`config.mk`:
```
export PLATFORM = sky130hd
export DESIGN_NAME = point_transform_bounding_box_top
export DESIGN_NICKNAME = d
export VERILOG_FILES = /design/src/design/ptbb_pkg.sv /design/src/design/ptbb_ctrl.sv /design/src/design/ptbb_datapath.sv /design/src/design/point_transform_bounding_box_top.sv
export SDC_FILE = /design/constraint.sdc
export NUM_CORES = 2
export LEC_CHECK = 0
export ABC_AREA = 1
export BUFFER_PORTS_ARGS = -buffer_cell sky130_fd_sc_hd__buf_2
export CELL_PAD_IN_SITES_DETAIL_PLACEMENT = 2
export CELL_PAD_IN_SITES_GLOBAL_PLACEMENT = 2
export CORE_AREA = 2 2 461 418
export DETAILED_ROUTE_END_ITERATION = 10
export DIE_AREA = 0 0 463 420
export GPL_ROUTABILITY_DRIVEN = 0
export PLACE_DENSITY_LB_ADDON = 0.1
export SLEW_MARGIN = 20
export SYNTH_ARGS = -nofsm -noshare
export SYNTH_HDL_FRONTEND = slang
export SYNTH_SLANG_ARGS = --single-unit
```
`constraint.sdc`:
```
create_clock -name clk -period 31 [get_ports clk]
set_input_delay 1.55 -clock clk [delete_from_list [all_inputs] [get_ports clk]]
set_output_delay 1.55 -clock clk [all_outputs]
set_load 0.01 [all_outputs]
```
`src/design/ptbb_pkg.sv`:
```
// Package for the point transform and bounding box block.
// Widths, register indexes, row codes, rotation constants and the control types.
// Stands alone; every design file imports it.
package ptbb_pkg;

	localparam int COEF_FRAC_BITS = 14;
	localparam int COORD_W        = 32;
	localparam int COEF_W         = 16;
	localparam int PROD_W         = COORD_W + COEF_W;
	localparam int ACC_W          = PROD_W + 3;
	localparam int CFG_W          = 48;
	localparam int CFG_IDX_W      = 3;
	localparam int ROW_W          = 3;
	localparam int TERM_W         = 2;
	localparam int IN_DATA_W      = 120;
	localparam int OUT_DATA_W     = 312;

	// cos and sin of 5 degrees in 2^30 units, rounded to the coefficient format
	localparam longint COS5_Q30 = 64'sd1069655912;
	localparam longint SIN5_Q30 = 64'sd93582766;
	localparam int     TRIG_SH  = 30 - COEF_FRAC_BITS;
	localparam logic signed [COEF_W-1:0] COEF_C5 =
		COEF_W'((COS5_Q30 + (64'sd1 <<< (TRIG_SH - 1))) >>> TRIG_SH);
	localparam logic signed [COEF_W-1:0] COEF_S5 =
		COEF_W'((SIN5_Q30 + (64'sd1 <<< (TRIG_SH - 1))) >>> TRIG_SH);

	localparam logic signed [COORD_W-1:0] POS_MAX = 32'sh7fff_ffff;
	localparam logic signed [COORD_W-1:0] NEG_MAX = 32'sh8000_0000;

	// configuration register indexes
	localparam logic [CFG_IDX_W-1:0] REG_MATRIX0     = 3'd0;
	localparam logic [CFG_IDX_W-1:0] REG_MATRIX1     = 3'd1;
	localparam logic [CFG_IDX_W-1:0] REG_MATRIX2     = 3'd2;
	localparam logic [CFG_IDX_W-1:0] REG_OFFSET_X    = 3'd3;
	localparam logic [CFG_IDX_W-1:0] REG_OFFSET_Y    = 3'd4;
	localparam logic [CFG_IDX_W-1:0] REG_OFFSET_Z    = 3'd5;
	localparam logic [CFG_IDX_W-1:0] REG_HEADING_COS = 3'd6;
	localparam logic [CFG_IDX_W-1:0] REG_HEADING_SIN = 3'd7;

	// one row is one rounded sum of products
	localparam logic [ROW_W-1:0] ROW_PX = 3'd0;
	localparam logic [ROW_W-1:0] ROW_PY = 3'd1;
	localparam logic [ROW_W-1:0] ROW_PZ = 3'd2;
	localparam logic [ROW_W-1:0] ROW_RX = 3'd3;
	localparam logic [ROW_W-1:0] ROW_RZ = 3'd4;
	localparam logic [ROW_W-1:0] ROW_OX = 3'd5;
	localparam logic [ROW_W-1:0] ROW_OY = 3'd6;

	localparam logic [TERM_W-1:0] TERM_0 = 2'd0;
	localparam logic [TERM_W-1:0] TERM_1 = 2'd1;
	localparam logic [TERM_W-1:0] TERM_2 = 2'd2;

	typedef enum logic [2:0] {
		ST_IDLE,
		ST_MAC,
		ST_DRAIN,
		ST_FIN,
		ST_EMIT
	} state_t;

	typedef struct packed {
		logic              load_in;
		logic              issue;
		logic              init;
		logic              fin;
		logic              emit;
		logic [ROW_W-1:0]  row;
		logic [TERM_W-1:0] term;
	} cmd_t;

	typedef struct packed {
		logic out_busy;
	} status_t;

endpackage

```
`src/design/ptbb_ctrl.sv`:
```
// Sequencer of the point transform: walks rows and product terms
// through the shared multiply-accumulate datapath. Uses ptbb_pkg.
module ptbb_ctrl import ptbb_pkg::*; (
	input  logic    clk,
	input  logic    arst_n,
	input  logic    s_tvalid,
	output logic    s_tready,
	input  status_t status,
	output cmd_t    cmd
);

	state_t            state_q, state_d;
	logic [ROW_W-1:0]  row_q;
	logic [TERM_W-1:0] term_q;
	logic [TERM_W-1:0] last_term;
	logic              accept;

	// matrix rows have three products, the rotations two
	assign last_term = (row_q <= ROW_PZ) ? TERM_2 : TERM_1;
	assign accept    = s_tvalid && (state_q == ST_IDLE);

	always_comb begin
		state_d = state_q;
		unique case (state_q)
			ST_IDLE:  if (s_tvalid) state_d = ST_MAC;
			ST_MAC:   if (term_q == last_term) state_d = ST_DRAIN;
			ST_DRAIN: state_d = ST_FIN;
			ST_FIN:   state_d = (row_q == ROW_OY) ? ST_EMIT : ST_MAC;
			ST_EMIT:  if (!status.out_busy) state_d = ST_IDLE;
			default:  state_d = ST_IDLE;
		endcase
	end

	always_comb begin
		s_tready    = 1'b0;
		cmd.load_in = 1'b0;
		cmd.issue   = 1'b0;
		cmd.init    = 1'b0;
		cmd.fin     = 1'b0;
		cmd.emit    = 1'b0;
		cmd.row     = row_q;
		cmd.term    = term_q;
		unique case (state_q)
			ST_IDLE: begin
				s_tready    = 1'b1;
				cmd.load_in = s_tvalid;
			end
			ST_MAC: begin
				cmd.issue = 1'b1;
				cmd.init  = (term_q == TERM_0);
			end
			ST_DRAIN: ;
			ST_FIN:  cmd.fin  = 1'b1;
			ST_EMIT: cmd.emit = !status.out_busy;
			default: ;
		endcase
	end

	always_ff @(posedge clk or negedge arst_n) begin
		if (!arst_n) begin
			state_q <= ST_IDLE;
			row_q   <= ROW_PX;
			term_q  <= TERM_0;
		end else begin
			state_q <= state_d;
			if (accept) begin
				row_q  <= ROW_PX;
				term_q <= TERM_0;
			end else if (state_q == ST_MAC) begin
				if (term_q != last_term) term_q <= term_q + TERM_W'(1);
			end else if (state_q == ST_DRAIN) begin
				term_q <= TERM_0;
			end else if (state_q == ST_FIN && row_q != ROW_OY) begin
				row_q <= row_q + ROW_W'(1);
			end
		end
	end

endmodule

```
`src/design/ptbb_datapath.sv`:
```
// Datapath of the point transform: configuration registers, one 16x32
// multiplier, accumulator, saturation, working registers, box and output word.
// Uses ptbb_pkg; driven by ptbb_ctrl.
module ptbb_datapath import ptbb_pkg::*; (
	input  logic                  clk,
	input  logic                  arst_n,
	input  logic                  cfg_we,
	input  logic [CFG_IDX_W-1:0]  cfg_index,
	input  logic [CFG_W-1:0]      cfg_data,
	input  logic [IN_DATA_W-1:0]  s_tdata,
	input  cmd_t                  cmd,
	output status_t               status,
	output logic                  m_tvalid,
	input  logic                  m_tready,
	output logic [OUT_DATA_W-1:0] m_tdata
);

	localparam logic signed [ACC_W-1:0] ACC_HALF    = ACC_W'(1) <<< (COEF_FRAC_BITS - 1);
	localparam logic signed [ACC_W-1:0] ACC_POS_MAX = ACC_W'(POS_MAX);
	localparam logic signed [ACC_W-1:0] ACC_NEG_MAX = ACC_W'(NEG_MAX);

	logic [CFG_W-1:0]          mline_q [3];
	logic signed [COORD_W-1:0] off_q   [3];
	logic signed [COEF_W-1:0]  hcos_q, hsin_q;

	logic signed [COORD_W-1:0] v_q [3];
	logic [23:0]               rgb_q;

	logic signed [COORD_W-1:0] wx_q, wy_q, wz_q, rx_q, rz_q, ox_q, oy_q;

	logic signed [COEF_W-1:0]  op_a;
	logic signed [COORD_W-1:0] op_b;
	logic                      op_sub;
	logic signed [ACC_W-1:0]   init_val;
	logic signed [PROD_W-1:0]  prod_s1;
	logic                      acc_en_s1, sub_s1;
	logic signed [ACC_W-1:0]   acc_q;
	logic signed [ACC_W-1:0]   acc_shr;
	logic signed [COORD_W-1:0] sum_sat, sum_neg;

	logic signed [COORD_W-1:0] lo_x_q, hi_x_q, lo_y_q, hi_y_q, lo_z_q, hi_z_q;
	logic signed [COORD_W-1:0] lo_x_d, hi_x_d, lo_y_d, hi_y_d, lo_z_d, hi_z_d;
	logic                      out_valid_q;
	logic [OUT_DATA_W-1:0]     out_word_q;

	// configuration
	always_ff @(posedge clk or negedge arst_n) begin
		if (!arst_n) begin
			mline_q[0] <= 48'h0000_0000_4000;
			mline_q[1] <= 48'h0000_4000_0000;
			mline_q[2] <= 48'h4000_0000_0000;
			off_q[0]   <= '0;
			off_q[1]   <= '0;
			off_q[2]   <= '0;
			hcos_q     <= 16'sd16384;
			hsin_q     <= '0;
		end else if (cfg_we) begin
			unique case (cfg_index)
				REG_MATRIX0:     mline_q[0] <= cfg_data;
				REG_MATRIX1:     mline_q[1] <= cfg_data;
				REG_MATRIX2:     mline_q[2] <= cfg_data;
				REG_OFFSET_X:    off_q[0]   <= cfg_data[COORD_W-1:0];
				REG_OFFSET_Y:    off_q[1]   <= cfg_data[COORD_W-1:0];
				REG_OFFSET_Z:    off_q[2]   <= cfg_data[COORD_W-1:0];
				REG_HEADING_COS: hcos_q     <= cfg_data[COEF_W-1:0];
				REG_HEADING_SIN: hsin_q     <= cfg_data[COEF_W-1:0];
				default: ;
			endcase
		end
	end

	// input word: coord_x, coord_y, coord_z, red, green, blue
	always_ff @(posedge clk) begin
		if (cmd.load_in) begin
			v_q[0] <= s_tdata[31:0];
			v_q[1] <= s_tdata[63:32];
			v_q[2] <= s_tdata[95:64];
			rgb_q  <= s_tdata[119:96];
		end
	end

	// operand selection per row and term
	always_comb begin
		op_a     = hcos_q;
		op_b     = wx_q;
		op_sub   = 1'b0;
		init_val = ACC_HALF;
		case (cmd.row) inside
			ROW_PX, ROW_PY, ROW_PZ: begin
				op_a     = mline_q[cmd.row[1:0]][COEF_W*cmd.term +: COEF_W];
				op_b     = v_q[cmd.term];
				// offset preloaded above the rounding point
				init_val = (ACC_W'(off_q[cmd.row[1:0]]) <<< COEF_FRAC_BITS) + ACC_HALF;
			end
			ROW_RX: begin
				op_a = (cmd.term == TERM_0) ? hcos_q : hsin_q;
				op_b = (cmd.term == TERM_0) ? wx_q : wz_q;
			end
			ROW_RZ: begin
				op_a   = (cmd.term == TERM_0) ? hcos_q : hsin_q;
				op_b   = (cmd.term == TERM_0) ? wz_q : wx_q;
				op_sub = (cmd.term != TERM_0);
			end
			ROW_OX: begin
				op_a   = (cmd.term == TERM_0) ? COEF_C5 : COEF_S5;
				op_b   = (cmd.term == TERM_0) ? rx_q : wy_q;
				op_sub = (cmd.term != TERM_0);
			end
			ROW_OY: begin
				op_a = (cmd.term == TERM_0) ? COEF_S5 : COEF_C5;
				op_b = (cmd.term == TERM_0) ? rx_q : wy_q;
			end
			default: ;
		endcase
	end

	// multiply into a register, then accumulate the registered product in the next cycle
	always_ff @(posedge clk) begin
		prod_s1 <= op_a * op_b;
		sub_s1  <= op_sub;
	end

	always_ff @(posedge clk or negedge arst_n) begin
		if (!arst_n) acc_en_s1 <= 1'b0;
		else         acc_en_s1 <= cmd.issue;
	end

	always_ff @(posedge clk) begin
		if (cmd.init)
			acc_q <= init_val;
		else if (acc_en_s1)
			acc_q <= sub_s1 ? acc_q - ACC_W'(prod_s1) : acc_q + ACC_W'(prod_s1);
	end

	// floor shift after the half already added, then clamp
	assign acc_shr = acc_q >>> COEF_FRAC_BITS;
	always_comb begin
		if (acc_shr > ACC_POS_MAX)      sum_sat = POS_MAX;
		else if (acc_shr < ACC_NEG_MAX) sum_sat = NEG_MAX;
		else                            sum_sat = acc_shr[COORD_W-1:0];
	end
	assign sum_neg = (sum_sat == NEG_MAX) ? POS_MAX : -sum_sat;

	// fixed x turn folded into the write: qx = px, qy = pz, qz = -py
	always_ff @(posedge clk) begin
		if (cmd.fin) begin
			case (cmd.row)
				ROW_PX:  wx_q <= sum_sat;
				ROW_PY:  wz_q <= sum_neg;
				ROW_PZ:  wy_q <= sum_sat;
				ROW_RX:  rx_q <= sum_sat;
				ROW_RZ:  rz_q <= sum_sat;
				ROW_OX:  ox_q <= sum_sat;
				ROW_OY:  oy_q <= sum_sat;
				default: ;
			endcase
		end
	end

	// bounding box, strict compares
	assign lo_x_d = (ox_q < lo_x_q) ? ox_q : lo_x_q;
	assign hi_x_d = (ox_q > hi_x_q) ? ox_q : hi_x_q;
	assign lo_y_d = (oy_q < lo_y_q) ? oy_q : lo_y_q;
	assign hi_y_d = (oy_q > hi_y_q) ? oy_q : hi_y_q;
	assign lo_z_d = (rz_q < lo_z_q) ? rz_q : lo_z_q;
	assign hi_z_d = (rz_q > hi_z_q) ? rz_q : hi_z_q;

	always_ff @(posedge clk or negedge arst_n) begin
		if (!arst_n) begin
			lo_x_q      <= POS_MAX;
			hi_x_q      <= NEG_MAX;
			lo_y_q      <= POS_MAX;
			hi_y_q      <= NEG_MAX;
			lo_z_q      <= POS_MAX;
			hi_z_q      <= NEG_MAX;
			out_valid_q <= 1'b0;
		end else begin
			if (cmd.emit) begin
				lo_x_q      <= lo_x_d;
				hi_x_q      <= hi_x_d;
				lo_y_q      <= lo_y_d;
				hi_y_q      <= hi_y_d;
				lo_z_q      <= lo_z_d;
				hi_z_q      <= hi_z_d;
				out_valid_q <= 1'b1;
			end else if (m_tready) begin
				out_valid_q <= 1'b0;
			end
		end
	end

	always_ff @(posedge clk) begin
		if (cmd.emit)
			out_word_q <= {hi_z_d, lo_z_d, hi_y_d, lo_y_d, hi_x_d, lo_x_d,
				rgb_q, rz_q, oy_q, ox_q};
	end

	assign status.out_busy = out_valid_q && !m_tready;
	assign m_tvalid        = out_valid_q;
	assign m_tdata         = out_word_q;

endmodule

```
`src/design/point_transform_bounding_box_top.sv`:
```
// Top level of the point transform with running bounding box.
// Joins ptbb_ctrl and ptbb_datapath; types and constants from ptbb_pkg.
//
// Each point word is taken through a matrix and offset, a fixed 90 degree turn
// about x, the programmed heading about y and a fixed 5 degree turn about z, every
// stage rounded half up and clamped to signed Q16.16; the result word carries the
// point, its color and the box over all points so far, box reset to empty.
// A new point is accepted only in idle, once the previous one has been written to
// the result register: a single registered 16x32 multiplier forms the 17 products
// of seven rounded sums one at a time, each sum taking its products plus a drain
// and a write step. A result waits in its own register, so a new point is taken
// while the previous result is still held. Configuration writes land at once and
// belong in idle periods only.
module point_transform_bounding_box_top import ptbb_pkg::*; (
	input  logic                  clk,
	input  logic                  arst_n,
	input  logic                  cfg_we,
	input  logic [CFG_IDX_W-1:0]  cfg_index,
	input  logic [CFG_W-1:0]      cfg_data,
	input  logic                  s_tvalid,
	output logic                  s_tready,
	// coord_x, coord_y, coord_z, red_in, green_in, blue_in
	input  logic [IN_DATA_W-1:0]  s_tdata,
	output logic                  m_tvalid,
	input  logic                  m_tready,
	// pos_x, pos_y, pos_z, red_out, green_out, blue_out,
	// box_min_x, box_max_x, box_min_y, box_max_y, box_min_z, box_max_z
	output logic [OUT_DATA_W-1:0] m_tdata
);

	cmd_t    cmd;
	status_t status;

	ptbb_ctrl u_ctrl (
		.clk      (clk),
		.arst_n   (arst_n),
		.s_tvalid (s_tvalid),
		.s_tready (s_tready),
		.status   (status),
		.cmd      (cmd)
	);

	ptbb_datapath u_datapath (
		.clk       (clk),
		.arst_n    (arst_n),
		.cfg_we    (cfg_we),
		.cfg_index (cfg_index),
		.cfg_data  (cfg_data),
		.s_tdata   (s_tdata),
		.cmd       (cmd),
		.status    (status),
		.m_tvalid  (m_tvalid),
		.m_tready  (m_tready),
		.m_tdata   (m_tdata)
	);

endmodule

```
==> impl_metrics.env <==
export IMPL_dr_first_iter_drc_count=5159
export IMPL_first_pass_iters=6
export IMPL_routedWlPerCell_um=28.0
export IMPL_cts_setup_buffers=0
export IMPL_final_hold_violation_count=0
export IMPL_antenna_found_initial=24
export IMPL_area_growth_pct=12.5
export IMPL_drive_gt1_frac=0.114
export IMPL_grtUsageTotal=0.342
export IMPL_start_kind="flip-flop"
export IMPL_max_freq_mhz=92.2
export IMPL_required_ns=31.72
export IMPL_fin_nets=10300
export IMPL_synth_adder_area_share=0.180
export IMPL_dieArea_mm2=0.194
export IMPL_cp_slowest_cell="inv_2"
export IMPL_synthesis_nets=9969
export IMPL_synthesis_area_mm2=0.0793
export IMPL_synth_compound_area_share=0.0798
export IMPL_fp_dieW_um=463
export IMPL_fin_tns_setup_ns=0
export IMPL_drc=0
export IMPL_drv_cap=0
export IMPL_cp_arrival_ns=11.57
export IMPL_cts_buffers=143
export IMPL_critical_path_top_delay_family="adder cells"
export IMPL_grt_pass1_wl_um=500000
export IMPL_totalWireLength_um=336000
export IMPL_period_needed_ns=10.85
export IMPL_grt_overflow=0
export IMPL_setup_viol_count_final=0
export IMPL_cts_tree="done"
export IMPL_yosys_area_share_simple=0.218
export IMPL_timing_final_crit_share=0.350
export IMPL_path_max_fanout=41
export IMPL_drv_slew=0
export IMPL_fp_row_count=152
export IMPL_num_io_pins=490
export IMPL_skew_ns=0.0335
export IMPL_synthMuxAreaShare=0.000126
export IMPL_grt_start_max_net_pins=108
export IMPL_synthesis_area_per_instance_um2=8.86
export IMPL_initial_core_util=0.418
export IMPL_regToRegEndpoint="u_datapath.prod_s1[31]$_DFF_P_"
export IMPL_vias_per_cell=5.67
export IMPL_yosys_warnings=0
export IMPL_cts_hold_buf=0
export IMPL_io_buffers=489
export IMPL_r2r_slack_ns=20.15
export IMPL_syn_inst=8945
export IMPL_dpl_hpwl_um=248000
export IMPL_worstSkewPairLatency_ns=0.83
export IMPL_antenna_left=0
export IMPL_hold_class="flip-flop to flip-flop"
export IMPL_root_buffer="clkbuf_16"
export IMPL_cp_num_buf_inv=10
export IMPL_relSlewSlack=0.218
export IMPL_cts_sinks=1230
export IMPL_cts_resized=0
export IMPL_crit_type="flip-flop to flip-flop"
export IMPL_synth_edf_count=707
export IMPL_worst_r2r_startpoint="u_ctrl.row_q[1]$_DFFE_PN0P_"
export IMPL_fp_dieH_um=420
export IMPL_grt_pass1_vias=75500
export IMPL_rsz0062_at_grt="no"
export IMPL_synth_xor_area_frac=0.0108
export IMPL_htree_levels=4
export IMPL_min_to="u_datapath.m_tdata[96]$_DFFE_PP_"
export IMPL_crit_path_max_incr_delay_ns=0.81
export IMPL_synthFlopType="edfxtp_1"
export IMPL_synth_top_family_by_area="simple AND/OR/NAND/NOR gates"
export IMPL_async_flop_share=0.385
export IMPL_yosysUniqueCellTypes=59
export IMPL_min_path_cells=0
export IMPL_reg2reg_depth=31
export IMPL_core_area_mm2=0.190
export IMPL_ys_seq_elements=1230
export IMPL_cts_buffer_depth=3
export IMPL_synth_seq_area_share=0.431
export IMPL_min_delay_start="u_datapath.rgb_q[0]$_DFFE_PP_"
export IMPL_worst_pin_slew_ns=1.17
export IMPL_status="completed"
export IMPL_endpoint_kind="flip-flop"
export IMPL_clk_pin_slew_ns=0.06
export IMPL_dr_total_vias=68000
## cell type report
cell class,instances,area (um2)
antenna,10,25.0
clock buffer,204,4130
clock inverter,62,835
fill,20600,100000
inverter,1270,4780
multi-input combinational,6101,38900
sequential,1230,34200
tap,2541,3180
timing repair buffer,575,3120
## cells in the mapped netlist, types with 49 or more instances
library cell / instances / share of area
and2_1: 195 / 0.015
inv_2: 49 / 0.0023
o21ai_0: 553 / 0.035
fa_1: 487 / 0.12
xor2_1: 66 / 0.0073
edfxtp_1: 707 / 0.27
nand3_1: 686 / 0.043
dfstp_2: 100 / 0.033
dfrtp_1: 374 / 0.12
buf_2: 91 / 0.0057
inv_1: 1217 / 0.058
nand2_1: 2156 / 0.10
ha_1: 361 / 0.057
clkbuf_1: 199 / 0.0094
nor2_1: 749 / 0.035
a21oi_1: 301 / 0.019
nand4_1: 151 / 0.012
dfxtp_1: 49 / 0.012
## metrics by stage
step | cells | hold WS, ns | utilization | setup slack (ns) | instance area (um2)
after CTS | 12000 | 0.426 | 0.470 | 20.20 | 89200
after floorplan | 8945 | 0.400 | - | 19.74 | 79300
after detailed placement | 11700 | 0.405 | 0.444 | 20.24 | 84200
after global routing | 12000 | 0.428 | 0.470 | 19.60 | 89200
after global placement | 11700 | 0.401 | 0.444 | 20.59 | 84200
final | 12000 | 0.425 | 0.470 | 20.15 | 89200
## state kept, by name (all words and copies together), names as in the netlist, 48 cells and up
name,cells
u_datapath.prod_s1,48
u_datapath.off_q,96
u_datapath.mline_q,144
u_datapath.v_q,96
u_datapath.acc_q,51
u_datapath.m_tdata,312
## layout by cell type, fill, tap and decap left out, drive strengths merged, types with 25 or more instances in the layout
master / netlist / routed
buf: 145 / 575
a22o: 26 / 26
xor2: 66 / 66
ha: 361 / 361
edfxtp: 707 / 707
dfxtp: 49 / 49
nor2: 766 / 766
dfrtp: 374 / 374
nor3: 49 / 49
o21ai: 567 / 567
and2: 195 / 195
clkbuf: 199 / 204
xnor2: 32 / 32
nand4: 151 / 151
nand3: 688 / 688
nand2: 2174 / 2174
o311ai: 36 / 36
a31oi: 45 / 45
a21oi: 301 / 301
clkinv: 4 / 43
inv: 1266 / 1272
fa: 487 / 487
o22ai: 25 / 25
dfstp: 100 / 100
## worst max path at each step
stage	startpoint	endpoint	cells after the start
final	u_ctrl.row_q[1]$_DFFE_PN0P_	u_datapath.prod_s1[31]$_DFF_P_	31
after global routing	u_ctrl.term_q[0]$_DFFE_PN0P_	u_datapath.prod_s1[46]$_DFF_P_	33
after CTS	u_ctrl.term_q[0]$_DFFE_PN0P_	u_datapath.prod_s1[46]$_DFF_P_	31
after detailed placement	u_ctrl.term_q[0]$_DFFE_PN0P_	u_datapath.prod_s1[46]$_DFF_P_	31
after global placement	u_ctrl.term_q[0]$_DFFE_PN0P_	u_datapath.prod_s1[30]$_DFF_P_	29
after floorplan	m_tready	u_datapath.m_tdata[0]$_DFFE_PP_	5
## per-layer routing
layer  vias to the layer above  part of all wire  track usage
met5                         -           0.00025            0
met4                        14             0.044        0.142
met3                       584             0.054       0.0475
met2                      2099              0.49        0.582
met1                     35600              0.41        0.440
li1                      29700                 -            -
## cells by family (layout without fill, tap and decap cells)
| logic type | after synthesis | in the layout |
|---|---|---|
| other | 0 | 10 |
| multiplexers | 1 | 1 |
| AO/OA/AOI/OAI | 1092 | 1092 |
| AND/OR/NAND/NOR | 4062 | 4062 |
| adder cells (fa/ha/maj) | 848 | 848 |
| XOR/XNOR | 98 | 98 |
| buffers and inverters | 1614 | 2111 |
| flip-flops | 1230 | 1230 |
Power is left out: the tool's default activity adds up to more than one toggle a clock period on the data nets, which glitch-free logic cannot reach.
